**src/hw/rtl/ppm_pkg.sv**
```systemverilog
// Package for the pedal plausibility monitor: widths, word types and the control store.
package ppm_pkg;

    localparam int SAMPLE_W  = 12;
    localparam int CAL_W     = 12;
    localparam int LEVEL_W   = 10;
    localparam int OUT_W     = 10;
    localparam int TIME_W    = 32;
    localparam int CFG_IDX_W = 3;
    localparam int CFG_W     = 12;

    localparam int FULL_SCALE_DEF        = 1000;
    localparam int DISCONNECT_CUTOFF_DEF = 100;
    localparam int TIMEOUT_MS_DEF        = 100;

    localparam int PEDAL_SET_LEVEL   = 250;
    localparam int PEDAL_CLEAR_LEVEL = 50;

    localparam logic [CAL_W-1:0]   CAL_MIN_RST     = 12'd0;
    localparam logic [CAL_W-1:0]   CAL_MAX_RST     = 12'd4095;
    localparam logic [LEVEL_W-1:0] DIFF_LIMIT_RST  = 10'd100;
    localparam logic [LEVEL_W-1:0] BRAKE_ACT_RST   = 10'd100;

    typedef enum logic [CFG_IDX_W-1:0] {
        REG_ACCEL0_MIN       = 3'd0,
        REG_ACCEL0_MAX       = 3'd1,
        REG_ACCEL1_MIN       = 3'd2,
        REG_ACCEL1_MAX       = 3'd3,
        REG_BRAKE_MIN        = 3'd4,
        REG_BRAKE_MAX        = 3'd5,
        REG_APPS_DIFF_LIMIT  = 3'd6,
        REG_BRAKE_ACTIVATION = 3'd7
    } cfg_reg_t;

    typedef struct packed {
        logic [SAMPLE_W-1:0] accel0_sample;
        logic [SAMPLE_W-1:0] accel1_sample;
        logic [SAMPLE_W-1:0] brake_sample;
        logic [TIME_W-1:0]   now_ms;
    } in_word_t;

    typedef struct packed {
        logic [OUT_W-1:0] accel0_mapped;
        logic [OUT_W-1:0] accel1_mapped;
        logic [OUT_W-1:0] brake_mapped;
        logic             apps_fault_now;
        logic             bse_fault_now;
        logic             apps_disable;
        logic             bse_disable;
        logic             pedal_disable;
    } out_word_t;

    typedef struct packed {
        logic              timing;
        logic [TIME_W-1:0] start_ms;
        logic              disabled;
    } fault_track_t;

    // Datapath operation of one step.
    typedef enum logic [2:0] {
        OP_ACCEPT,
        OP_PREP,
        OP_INIT,
        OP_DIV,
        OP_STORE,
        OP_EVAL,
        OP_NOP
    } op_t;

    typedef enum logic [1:0] {
        SEL_ACCEL0,
        SEL_ACCEL1,
        SEL_BRAKE
    } sel_t;

    typedef enum logic [2:0] {
        JMP_NEVER,
        JMP_ALWAYS,
        JMP_NO_INPUT,
        JMP_DIV_BUSY,
        JMP_OUT_BUSY
    } cond_t;

    localparam int STEP_W = 4;
    typedef logic [STEP_W-1:0] step_t;

    localparam step_t STEP_IDLE  = 4'd0;
    localparam step_t STEP_ENTRY = 4'd1;

    typedef struct packed {
        op_t   op;
        sel_t  sel;
        cond_t cond;
        step_t target;
    } ucode_t;

    // Control store: map three readings through the shared divider, then evaluate.
    function automatic ucode_t ucode_rom(step_t addr);
        ucode_t w;
        unique case (addr)
            4'd0:    w = '{OP_ACCEPT, SEL_ACCEL0, JMP_NO_INPUT, STEP_IDLE};
            4'd1:    w = '{OP_PREP,   SEL_ACCEL0, JMP_NEVER,    STEP_IDLE};
            4'd2:    w = '{OP_INIT,   SEL_ACCEL0, JMP_NEVER,    STEP_IDLE};
            4'd3:    w = '{OP_DIV,    SEL_ACCEL0, JMP_DIV_BUSY, 4'd3};
            4'd4:    w = '{OP_STORE,  SEL_ACCEL0, JMP_NEVER,    STEP_IDLE};
            4'd5:    w = '{OP_PREP,   SEL_ACCEL1, JMP_NEVER,    STEP_IDLE};
            4'd6:    w = '{OP_INIT,   SEL_ACCEL1, JMP_NEVER,    STEP_IDLE};
            4'd7:    w = '{OP_DIV,    SEL_ACCEL1, JMP_DIV_BUSY, 4'd7};
            4'd8:    w = '{OP_STORE,  SEL_ACCEL1, JMP_NEVER,    STEP_IDLE};
            4'd9:    w = '{OP_PREP,   SEL_BRAKE,  JMP_NEVER,    STEP_IDLE};
            4'd10:   w = '{OP_INIT,   SEL_BRAKE,  JMP_NEVER,    STEP_IDLE};
            4'd11:   w = '{OP_DIV,    SEL_BRAKE,  JMP_DIV_BUSY, 4'd11};
            4'd12:   w = '{OP_STORE,  SEL_BRAKE,  JMP_NEVER,    STEP_IDLE};
            4'd13:   w = '{OP_EVAL,   SEL_ACCEL0, JMP_OUT_BUSY, 4'd13};
            4'd14:   w = '{OP_NOP,    SEL_ACCEL0, JMP_ALWAYS,   STEP_IDLE};
            default: w = '{OP_NOP,    SEL_ACCEL0, JMP_ALWAYS,   STEP_IDLE};
        endcase
        return w;
    endfunction

endpackage

```
**src/hw/rtl/pedal_plausibility_monitor.sv**
```systemverilog
// Pedal plausibility monitor: microcoded sequencer with a shared serial divider.
//
// Usage:
//   in channel  (in_valid, in_stall, in_data): one evaluation word per period, with two
//   accelerator samples, one brake sample and a millisecond timestamp. A word is taken at a
//   clock edge with in_valid high and in_stall low.
//   out channel (out_valid, out_stall, out_data): one result word per input word, with the
//   three mapped levels, the fault flags and the three disable flags.
//   cfg port (cfg_write, cfg_index, cfg_data): calibration registers 0..7, written at a clock
//   edge with cfg_write high; write only while no evaluation is in flight.
// Flow: the result word is registered out of the evaluate step, after the restoring divider
//   has mapped each reading one quotient bit per cycle. One word is in flight at a time; the
//   next word is taken once the sequencer is back at its accept step, even while the previous
//   result still sits in the output register.
// Reset: clears the sequencer, the output valid, the fault timers and all disable flags;
//   calibration registers return to their defaults.
// Stall: a held result keeps its word; the sequencer waits in its evaluate step until the
//   output register is free, so no result is dropped or overwritten; the next result and the
//   next accept wait for as long as the stall lasts.
module pedal_plausibility_monitor
    import ppm_pkg::*;
#(
    parameter int FULL_SCALE        = FULL_SCALE_DEF,
    parameter int DISCONNECT_CUTOFF = DISCONNECT_CUTOFF_DEF,
    parameter int TIMEOUT_MS        = TIMEOUT_MS_DEF
)
(
    input  logic                 clk,
    input  logic                 rst_n,
    input  logic                 in_valid,
    output logic                 in_stall,
    input  in_word_t             in_data,
    output logic                 out_valid,
    input  logic                 out_stall,
    output out_word_t            out_data,
    input  logic                 cfg_write,
    input  logic [CFG_IDX_W-1:0] cfg_index,
    input  logic [CFG_W-1:0]     cfg_data
);

    // Width of a mapped level; the quotient always fits since it never exceeds FULL_SCALE.
    localparam int MAP_W = $clog2(FULL_SCALE + 1);
    localparam int CNT_W = $clog2(MAP_W);
    localparam int NUM_W = CAL_W + MAP_W;
    localparam int CMP_W = (MAP_W > LEVEL_W) ? MAP_W : LEVEL_W;

    localparam logic [MAP_W-1:0]    FS_MAP   = MAP_W'(FULL_SCALE);
    localparam logic [SAMPLE_W-1:0] CUTOFF   = SAMPLE_W'(DISCONNECT_CUTOFF);
    localparam logic [TIME_W-1:0]   TIMEOUT  = TIME_W'(TIMEOUT_MS);
    localparam logic [CMP_W-1:0]    SET_LVL  = CMP_W'(PEDAL_SET_LEVEL);
    localparam logic [CMP_W-1:0]    CLR_LVL  = CMP_W'(PEDAL_CLEAR_LEVEL);

    // Calibration registers.
    logic [CAL_W-1:0]   accel0_min_reg, accel0_max_reg;
    logic [CAL_W-1:0]   accel1_min_reg, accel1_max_reg;
    logic [CAL_W-1:0]   brake_min_reg,  brake_max_reg;
    logic [LEVEL_W-1:0] diff_limit_reg, brake_act_reg;

    // Sequencer.
    step_t  step_reg, step_next;
    ucode_t uc;
    logic   jump;
    logic   in_take;
    logic   out_busy;

    // Datapath.
    in_word_t          in_reg;
    logic [NUM_W-1:0]  num_reg,   num_next;
    logic [CAL_W-1:0]  den_reg,   den_next;
    logic              zspan_reg, zspan_next;
    logic [CAL_W-1:0]  rem_reg,   rem_next;
    logic [MAP_W-1:0]  quo_reg,   quo_next;
    logic [CNT_W-1:0]  cnt_reg,   cnt_next;
    logic [MAP_W-1:0]  m0_reg,    m0_next;
    logic [MAP_W-1:0]  m1_reg,    m1_next;
    logic [MAP_W-1:0]  mb_reg,    mb_next;

    fault_track_t apps_reg, apps_next;
    fault_track_t bse_reg,  bse_next;
    logic         pedal_reg, pedal_next;

    logic      out_valid_reg, out_valid_next;
    out_word_t out_reg,       out_next;

    // Operand select and divider signals.
    logic [SAMPLE_W-1:0] smp;
    logic [CAL_W-1:0]    lo, hi, clamped, offs;
    logic [CAL_W:0]      trial;
    logic                q_bit;
    logic [MAP_W-1:0]    mapped;

    // Evaluation signals.
    logic [MAP_W-1:0] diff;
    logic             apps_fault, bse_fault, pedal_set;

    function automatic fault_track_t track(fault_track_t cur, logic fault,
                                           logic [TIME_W-1:0] now);
        fault_track_t nxt;
        logic [TIME_W-1:0] start;
        start = cur.timing ? cur.start_ms : now;
        if (fault)
        begin
            nxt.timing   = 1'b1;
            nxt.start_ms = start;
            nxt.disabled = cur.disabled || ((now - start) > TIMEOUT);
        end
        else
        begin
            nxt = '0;
        end
        return nxt;
    endfunction

    // Configuration writes; bits above a register's width drop.
    always_ff @(posedge clk or negedge rst_n)
    begin
        if (!rst_n)
        begin
            accel0_min_reg <= CAL_MIN_RST;
            accel0_max_reg <= CAL_MAX_RST;
            accel1_min_reg <= CAL_MIN_RST;
            accel1_max_reg <= CAL_MAX_RST;
            brake_min_reg  <= CAL_MIN_RST;
            brake_max_reg  <= CAL_MAX_RST;
            diff_limit_reg <= DIFF_LIMIT_RST;
            brake_act_reg  <= BRAKE_ACT_RST;
        end
        else if (cfg_write)
        begin
            unique case (cfg_reg_t'(cfg_index))
                REG_ACCEL0_MIN:       accel0_min_reg <= cfg_data;
                REG_ACCEL0_MAX:       accel0_max_reg <= cfg_data;
                REG_ACCEL1_MIN:       accel1_min_reg <= cfg_data;
                REG_ACCEL1_MAX:       accel1_max_reg <= cfg_data;
                REG_BRAKE_MIN:        brake_min_reg  <= cfg_data;
                REG_BRAKE_MAX:        brake_max_reg  <= cfg_data;
                REG_APPS_DIFF_LIMIT:  diff_limit_reg <= cfg_data[LEVEL_W-1:0];
                REG_BRAKE_ACTIVATION: brake_act_reg  <= cfg_data[LEVEL_W-1:0];
                default:              ;
            endcase
        end
    end

    // Control word of the current step and the branch decision.
    assign uc       = ucode_rom(step_reg);
    assign out_busy = out_valid_reg && out_stall;
    assign in_stall = (uc.op != OP_ACCEPT);
    assign in_take  = in_valid && (uc.op == OP_ACCEPT);

    always_comb
    begin
        unique case (uc.cond)
            JMP_NEVER:    jump = 1'b0;
            JMP_ALWAYS:   jump = 1'b1;
            JMP_NO_INPUT: jump = !in_valid;
            JMP_DIV_BUSY: jump = (cnt_reg != '0);
            JMP_OUT_BUSY: jump = out_busy;
            default:      jump = 1'b1;
        endcase
        step_next = jump ? uc.target : step_t'(step_reg + 1'b1);
    end

    // Operand select for the reading named by the control word.
    always_comb
    begin
        unique case (uc.sel)
            SEL_ACCEL0:
            begin
                smp = in_reg.accel0_sample;
                lo  = accel0_min_reg;
                hi  = accel0_max_reg;
            end
            SEL_ACCEL1:
            begin
                smp = in_reg.accel1_sample;
                lo  = accel1_min_reg;
                hi  = accel1_max_reg;
            end
            SEL_BRAKE:
            begin
                smp = in_reg.brake_sample;
                lo  = brake_min_reg;
                hi  = brake_max_reg;
            end
            default:
            begin
                smp = in_reg.accel0_sample;
                lo  = accel0_min_reg;
                hi  = accel0_max_reg;
            end
        endcase
        if (smp < lo)
            clamped = lo;
        else if (smp > hi)
            clamped = hi;
        else
            clamped = smp;
        offs = clamped - lo;
    end

    // One restoring step: shift in the next numerator bit, subtract if it fits.
    assign trial  = {rem_reg, quo_reg[MAP_W-1]};
    assign q_bit  = (trial >= {1'b0, den_reg});
    assign mapped = zspan_reg ? '0 : quo_reg;

    // Evaluation terms.
    assign diff       = (m0_reg > m1_reg) ? (m0_reg - m1_reg) : (m1_reg - m0_reg);
    assign apps_fault = (in_reg.accel0_sample < CUTOFF) || (in_reg.accel1_sample < CUTOFF)
                        || (CMP_W'(diff) > CMP_W'(diff_limit_reg));
    assign bse_fault  = (in_reg.brake_sample < CUTOFF);
    assign pedal_set  = (CMP_W'(mb_reg) > CMP_W'(brake_act_reg)) && (CMP_W'(m0_reg) > SET_LVL);

    always_comb
    begin
        num_next       = num_reg;
        den_next       = den_reg;
        zspan_next     = zspan_reg;
        rem_next       = rem_reg;
        quo_next       = quo_reg;
        cnt_next       = cnt_reg;
        m0_next        = m0_reg;
        m1_next        = m1_reg;
        mb_next        = mb_reg;
        apps_next      = apps_reg;
        bse_next       = bse_reg;
        pedal_next     = pedal_reg;
        out_next       = out_reg;
        out_valid_next = out_valid_reg && out_stall;

        unique case (uc.op)
            OP_ACCEPT, OP_NOP:
            begin
            end
            OP_PREP:
            begin
                // Scale the offset by full scale; the quotient comes next.
                num_next   = NUM_W'(offs) * NUM_W'(FS_MAP);
                den_next   = hi - lo;
                zspan_next = (hi <= lo);
            end
            OP_INIT:
            begin
                // Upper numerator bits are already below the divisor.
                rem_next = num_reg[NUM_W-1:MAP_W];
                quo_next = num_reg[MAP_W-1:0];
                cnt_next = CNT_W'(MAP_W - 1);
            end
            OP_DIV:
            begin
                rem_next = q_bit ? CAL_W'(trial - {1'b0, den_reg}) : trial[CAL_W-1:0];
                quo_next = {quo_reg[MAP_W-2:0], q_bit};
                cnt_next = cnt_reg - 1'b1;
            end
            OP_STORE:
            begin
                unique case (uc.sel)
                    SEL_ACCEL0: m0_next = mapped;
                    SEL_ACCEL1: m1_next = FS_MAP - mapped;
                    SEL_BRAKE:  mb_next = mapped;
                    default:    ;
                endcase
            end
            OP_EVAL:
            begin
                if (!out_busy)
                begin
                    apps_next  = track(apps_reg, apps_fault, in_reg.now_ms);
                    bse_next   = track(bse_reg, bse_fault, in_reg.now_ms);
                    // Clear test follows set test, so clear wins in the same step.
                    pedal_next = pedal_reg || pedal_set;
                    if ((CMP_W'(m0_reg) < CLR_LVL) || (CMP_W'(m1_reg) < CLR_LVL))
                        pedal_next = 1'b0;

                    out_next.accel0_mapped  = OUT_W'(m0_reg);
                    out_next.accel1_mapped  = OUT_W'(m1_reg);
                    out_next.brake_mapped   = OUT_W'(mb_reg);
                    out_next.apps_fault_now = apps_fault;
                    out_next.bse_fault_now  = bse_fault;
                    out_next.apps_disable   = apps_next.disabled;
                    out_next.bse_disable    = bse_next.disabled;
                    out_next.pedal_disable  = pedal_next;
                    out_valid_next          = 1'b1;
                end
            end
            default:
            begin
            end
        endcase
    end

    // Control state.
    always_ff @(posedge clk or negedge rst_n)
    begin
        if (!rst_n)
        begin
            step_reg      <= STEP_IDLE;
            cnt_reg       <= '0;
            apps_reg      <= '0;
            bse_reg       <= '0;
            pedal_reg     <= 1'b0;
            out_valid_reg <= 1'b0;
        end
        else
        begin
            step_reg      <= step_next;
            cnt_reg       <= cnt_next;
            apps_reg      <= apps_next;
            bse_reg       <= bse_next;
            pedal_reg     <= pedal_next;
            out_valid_reg <= out_valid_next;
        end
    end

    // Payload registers.
    always_ff @(posedge clk)
    begin
        if (in_take)
            in_reg <= in_data;
        num_reg   <= num_next;
        den_reg   <= den_next;
        zspan_reg <= zspan_next;
        rem_reg   <= rem_next;
        quo_reg   <= quo_next;
        m0_reg    <= m0_next;
        m1_reg    <= m1_next;
        mb_reg    <= mb_next;
        out_reg   <= out_next;
    end

    assign out_valid = out_valid_reg;
    assign out_data  = out_reg;

    // An accepted word starts the mapping program on the next cycle.
    a_accept_enters: assert property (@(posedge clk) disable iff (!rst_n)
        (in_valid && !in_stall) |=> (step_reg == STEP_ENTRY))
        else $error("sequencer did not enter the program after accept");

    // Every divide runs the full quotient width.
    a_div_count: assert property (@(posedge clk) disable iff (!rst_n)
        (uc.op == OP_INIT) |=> (cnt_reg == CNT_W'(MAP_W - 1)))
        else $error("divider count not loaded");

    // A result appears only out of the evaluate step.
    a_out_from_eval: assert property (@(posedge clk) disable iff (!rst_n)
        $rose(out_valid_reg) |-> $past(uc.op == OP_EVAL))
        else $error("result raised outside evaluate step");

    // An APPS or BSE disable flag never stands without its fault.
    a_disable_needs_fault: assert property (@(posedge clk) disable iff (!rst_n)
        out_valid_reg |-> ((!out_reg.apps_disable || out_reg.apps_fault_now)
                           && (!out_reg.bse_disable || out_reg.bse_fault_now)))
        else $error("disable flag without fault");

endmodule

```
**config.mk**
```make
export PLATFORM = sky130hd
export DESIGN_NAME = pedal_plausibility_monitor
export DESIGN_NICKNAME = d
export VERILOG_FILES = /design/src/hw/rtl/ppm_pkg.sv /design/src/hw/rtl/pedal_plausibility_monitor.sv
export SDC_FILE = /design/constraint.sdc
export NUM_CORES = 1
export LEC_CHECK = 0
export BUFFER_PORTS_ARGS = -buffer_cell sky130_fd_sc_hd__buf_2
export CAP_MARGIN = 0
export CELL_PAD_IN_SITES_DETAIL_PLACEMENT = 0
export CELL_PAD_IN_SITES_GLOBAL_PLACEMENT = 1
export CORE_MARGIN = 2
export CORE_UTILIZATION = 54
export CTS_CLUSTER_SIZE = 8
export DETAILED_ROUTE_END_ITERATION = 7
export PLACE_DENSITY_LB_ADDON = 0.1
export RECOVER_POWER = 25
export SETUP_SLACK_MARGIN = 0.5
export SYNTH_ARGS = -nofsm -noshare
export SYNTH_HDL_FRONTEND = slang
export SYNTH_SLANG_ARGS = --single-unit
```
**constraint.sdc**
```tcl
create_clock -name clk -period 16.75 [get_ports clk]
set_input_delay 0.8375 -clock clk [delete_from_list [all_inputs] [get_ports clk]]
set_output_delay 0.8375 -clock clk [all_outputs]
set_load 0.03 [all_outputs]
```
Yosys cells after proc, flatten, opt, wreduce, memory -nomap -nowiden --
Memories as Yosys holds them, arrays and structs flattened. Cells that the tools add are included.
Storage, ports and cells: bits in read-only memories 192, register bits 357, output and inout bits 37, logic and storage cells 131, memories kept 1
Operators by class: bitwise gates (word level) 1, reductions and logical operators 29, multipliers 1, magnitude comparators 15, $add $sub $neg 10, multiplexer cells 19, equal/unequal tests 17
Memories:
- (name not given) | depth 16, bits a word 12, rd ports 1, clocked after Yosys merged registers in 0, wr ports 0, line ppm_pkg.sv:100 | unique case (addr)
Operator list (number):
- case mux 12 bit (2 select lines) | 4
- two-way mux 34 bit | 2
- greater-than comparator 32 x 7 -> 1 bit (second input constant) | 2
- two-way mux 32 bit | 2
- subtractor 32 bit | 2
- less-than comparator 12 x 7 -> 1 bit (second input constant) | 3
- two-way mux 12 bit | 3
- subtractor 12 bit | 3
- greater-than comparator 10 bit | 3
- AND reduction 2 bit | 12
- == test 3 bit (second input constant) | 7
- less-than comparator 10 x 6 -> 1 bit (second input constant) | 2
- two-way mux 10 bit | 2
- case mux 10 bit (2 select lines) | 1
- subtractor 10 bit | 2
- multiplier 12 x 7 -> 19 bit (second input constant) | 1
- == test 3 x 2 -> 1 bit (second input constant) | 6
- greater-or-equal comparator 13 x 12 -> 1 bit | 1
- greater-than comparator 12 bit | 1
- <= comparator 12 bit | 1
- less-than comparator 12 bit | 1
- greater-than comparator 10 x 8 -> 1 bit (second input constant) | 1
- subtractor 10 bit (first input constant) | 1
- logical NOT 3 bit | 3
- other kinds (17) | 26

Longest topological paths before layout --
An unclocked memory read counts as a cell.
word-level depth 8, mapped depth 48, gate-level depth less buffers 46

Worst setup path after synthesis --
No wires, ideal clock.
path type register -> register, start point reg step_reg[2], end point reg num_reg[21] (data pin), slack 7029 ps, arrival time 9460 ps, required time 16489 ps, period minus slack after synthesis 9721 ps, path buffers 6, setup time 261 ps, stages on the path, launching flop included 43, cell sequence dfrtp_1 clkbuf_1 inv_1 or3_1 o21ai_0 ha_1 clkbuf_1 clkbuf_1 clkbuf_1 clkbuf_1 a21oi_1 ha_1 a21boi_0 o21a_1 o21a_1 o21ai_0 and3b_1 nor2_1 [7 not listed] o21bai_1 a21oi_1 xnor2_1 inv_1 xnor2_1 fa_1 inv_1 fa_1 fa_1 inv_1 ha_1 nand3_1 a211oi_1 o311ai_0 a21oi_1 o21a_1 nor4_1 a311o_1
On the way: longest elaborated chain between the ends 8, elaborated cells on any way between the ends 12, classes of those cells 1 x add/sub; 1 x mul; 2 x order compare; 2 x eq/ne; 5 x mux; 1 x memory
Ends and longest elaborated chain:
- start, declared | line pedal_plausibility_monitor.sv:60 | step_t step_reg, step_next;
- start signal, assigned | line pedal_plausibility_monitor.sv:305 | step_reg <= step_next;
- memory read (16 x 12 bit) *
- == test 2 bit or == test 2 x 1 -> 1 bit (tied branches) | line pedal_plausibility_monitor.sv:166 | unique case (uc.sel)
- case mux 12 bit (2 select lines) | line pedal_plausibility_monitor.sv:166
- greater-than comparator 12 bit | line pedal_plausibility_monitor.sv:194 | else if (smp > hi)
- two-way mux 12 bit | line pedal_plausibility_monitor.sv:194
- two-way mux 12 bit | line pedal_plausibility_monitor.sv:192 | if (smp < lo)
- subtractor 12 bit * | line pedal_plausibility_monitor.sv:198 | offs = clamped - lo;
- multiplier 12 x 7 -> 19 bit * | line pedal_plausibility_monitor.sv:237 | num_next = NUM_W'(offs) * NUM_W'(FS_MAP);
- end signal, assigned | line pedal_plausibility_monitor.sv:319 | num_reg <= num_next;
- end, declared | line pedal_plausibility_monitor.sv:68 | logic [NUM_W-1:0] num_reg, num_next;
Every way passes the cells marked *; elsewhere a longest branch is shown, timed or not. A chain may end at the register's enable or synchronous reset.

Worst setup path in the final report --
start point reg step_reg[0], end point reg num_reg[21] (data pin)
Same word-level chain as after synthesis.

==> results_dict.tcl <==
set metrics [dict create \
    placement.io_buffers 124 \
    setup_repair_after_global_routing_missed_its_margin "no" \
    failed_checks "max-capacitance violations, max-slew violations" \
    crit_start "step_reg[0]" \
    post-route-min-period_ps 10730 \
    syn-instance-count 2381 \
    clkSinkCount 357 \
    avgRoutedWirePerCell_um 20.2 \
    post-synth-top-area-fraction_pct 23.1 \
    routed_wirelength_um 63000 \
    global_route.overflow_total 0 \
    htreeDepth 2 \
    grt_pass1_wl_um 102000 \
    worst_ep_required_time_ps 17070 \
    post_drt_via_cell_ratio 5.99 \
    gr-usage-all-layers_pct 27.5 \
    clock_latency_ps 580 \
    fin_util_pct 60.7 \
    worstSetupEndpointType "register" \
    num_io_pins 125 \
    vias 18700 \
    cell_type_with_the_highest_aggregate_area_in_the_netlist "edfxtp_1" \
    cts.clk_slew.worst_paths_ps 50 \
    setup-tns-final_ps 0 \
    post-dp-hpwl_um 47200 \
    net_count_of_the_mapped_netlist 2714 \
    ys_async_sr_fraction_pct 47.6 \
    cts_max_path_buffers 3 \
    syn-mean-instance-area_um2 10.2 \
    largest_register_ff_count 68 \
    syn2layout_area_growth_pct 10.7 \
    row_count 77 \
    max_cap_viol_count 2 \
    cp_max_fo 37 \
    critical_path.n_buffers_inverters 5 \
    layout_worst_path_cycle_share_pct 64.1 \
    crit_end "num_reg[21]" \
    critical_path_class "reg -> reg" \
    drc_errors 0 \
    nets_finish 2813 \
    top_area_cells_in_the_synthesized_netlist "edfxtp_1 23%, dfrtp_1 13%, ha_1 11%" \
    outcome "finished with violations" \
    route.antenna.remaining_nets 0 \
    yosys_warnings 0 \
    core_area_mm2 0.0443 \
    seq_area_frac_synth_pct 40.9 \
    min_path_type "in -> reg" \
    final.setup_skew_ps 21.0 \
    grt_antenna_before_repair 7 \
    die-height_um 216 \
    start_util_pct 54.8 \
    numCtsBuffers 51 \
    reg2reg_setup_slack_ps 6020 \
    critical_path.reg2reg.endpoint "num_reg[21]" \
    die_x_um 216 \
    tritoncts_clock_tree "built" \
    cp.arrival_ps 11050 \
    worst_slew_margin_rel_pct -120 \
    cp_slowest_cell "ha_2" \
    drt_pre_antenna_iters 5 \
    synth_cell_type_count 93 \
    grt_start_max_net_pins 79 \
    most_used_cells_in_the_layout_excluding_fill_and_tap_cells "227 x nand2_1, 209 x ha_1, 187 x edfxtp_1, 185 x inv_1, 134 x a21oi_1" \
    setup-violations-final 0 \
    layout.cells.most_common "nand2_1" \
    drive_above_1_share_pct 15.0 \
    post_cts_resize_count 0 \
    detail_route.iter0.violations 1458 \
    cpLargestDelayFamily "compound AO/OA/AOI/OAI gates" \
    post_cts_hold_buffer_count 0 \
    ctsRootBufferMaster "clkbuf_16" \
    cp_num_cells 41 \
    grt_pass1_vias 18800 \
    worst_setup_path_start_kind "register" \
    fmax_mhz 93.2 \
    worstReg2RegStart "step_reg[0]" \
    hold_violations 0 \
    post_cts_setup_buffers 0 \
    rr_worst_depth 41 \
    worst_slew_pin_slew_ps 3290 \
    longest_individual_stage_delay_on_the_worst_path_ps 740 \
    die_area_mm2 0.0467 \
    routability_cong 0.926 \
    synth_enable_flop_cells 187 \
    syn-cell-area_mm2 0.0243 \
    finalHoldWorstSlack_ps 449 \
    synth_ff_type "edfxtp_1" \
    slew_viol_final 117 \
    yosys_register_bits 357 \
]
-- per-stage QoR --
stage | instances | cell area, um^2 | worst slack [ps]
finish | 3114 | 26900 | 6020
global route | 3114 | 26900 | 5170
CTS | 3112 | 26900 | 6070
floorplan | 2381 | 24300 | 7030
global placement | 3019 | 25400 | 6300
detailed placement | 3019 | 25400 | 6100
-- cell usage after synthesis (all sizes together), types with 41 or more instances --
master,count
a21o,41
a21oi,136
clkbuf,70
dfrtp,128
dfstp,42
edfxtp,187
ha,210
inv,185
mux2,100
mux2i,112
nand2,227
nor2,118
o21ai,121
o31ai,79
xnor2,66
-- cell families (layout without fill, tap and decap cells) --
| group | after synthesis | after routing | share of synthesized area [%] |
|---|---|---|---|
| DFF | 357 | 357 | 40.9 |
| xor gates and xnor gates | 99 | 99 | 3.57 |
| other | 0 | 2 | 0 |
| muxes | 212 | 212 | 9.27 |
| buffers and inverters | 286 | 425 | 4.66 |
| AOI/OAI and AO/OA | 593 | 593 | 16.3 |
| and+or+nand+nor | 587 | 587 | 11.6 |
| adders and majority gates | 247 | 247 | 13.8 |
-- area by class of cell --
class / instances / area, um^2
tap: 592 / 741
antenna: 2 / 5.00
multi-input combinational: 1738 / 13300
inverter: 187 / 702
sequential: 357 / 9920
clock inverter: 1 / 6.26
fill: 3828 / 17400
clock buffer: 92 / 1480
timing repair buffer: 145 / 767
-- worst min path at each step --
stage	startpoint	end	slack [ps]	depth (start not counted)
CTS	rst_n	cnt_reg[3]	240	1
floorplan	mb_reg[0]	out_data[5]	430	0
global placement	apps_reg[29]	apps_reg[29]	460	2
detailed placement	mb_reg[1]	out_data[6]	460	0
finish	in_data[59]	in_reg[59]	450	1
global route	in_data[59]	in_reg[59]	410	1
-- layer usage --
layer | wire, um | vias up | global-route usage (%)
met5 | 12 | - | 0
met4 | 1270 | 2 | 6.58
met3 | 4020 | 101 | 4.80
met2 | 27100 | 510 | 41.4
met1 | 30700 | 9104 | 41.4
li1 | - | 8940 | -
-- worst reg2reg max path, delay by kind of cell (launching register included) --
family	cells	cell delay (ps)
buf+inv	5	490
xor+xnor	2	500
fa+ha+maj	9	3880
flops	1	450
simple gates	5	500
mux	2	430
compound gates	18	4210
Power is left out: the tool's default activity adds up to more than one toggle a clock period on the data nets, which glitch-free logic cannot reach.
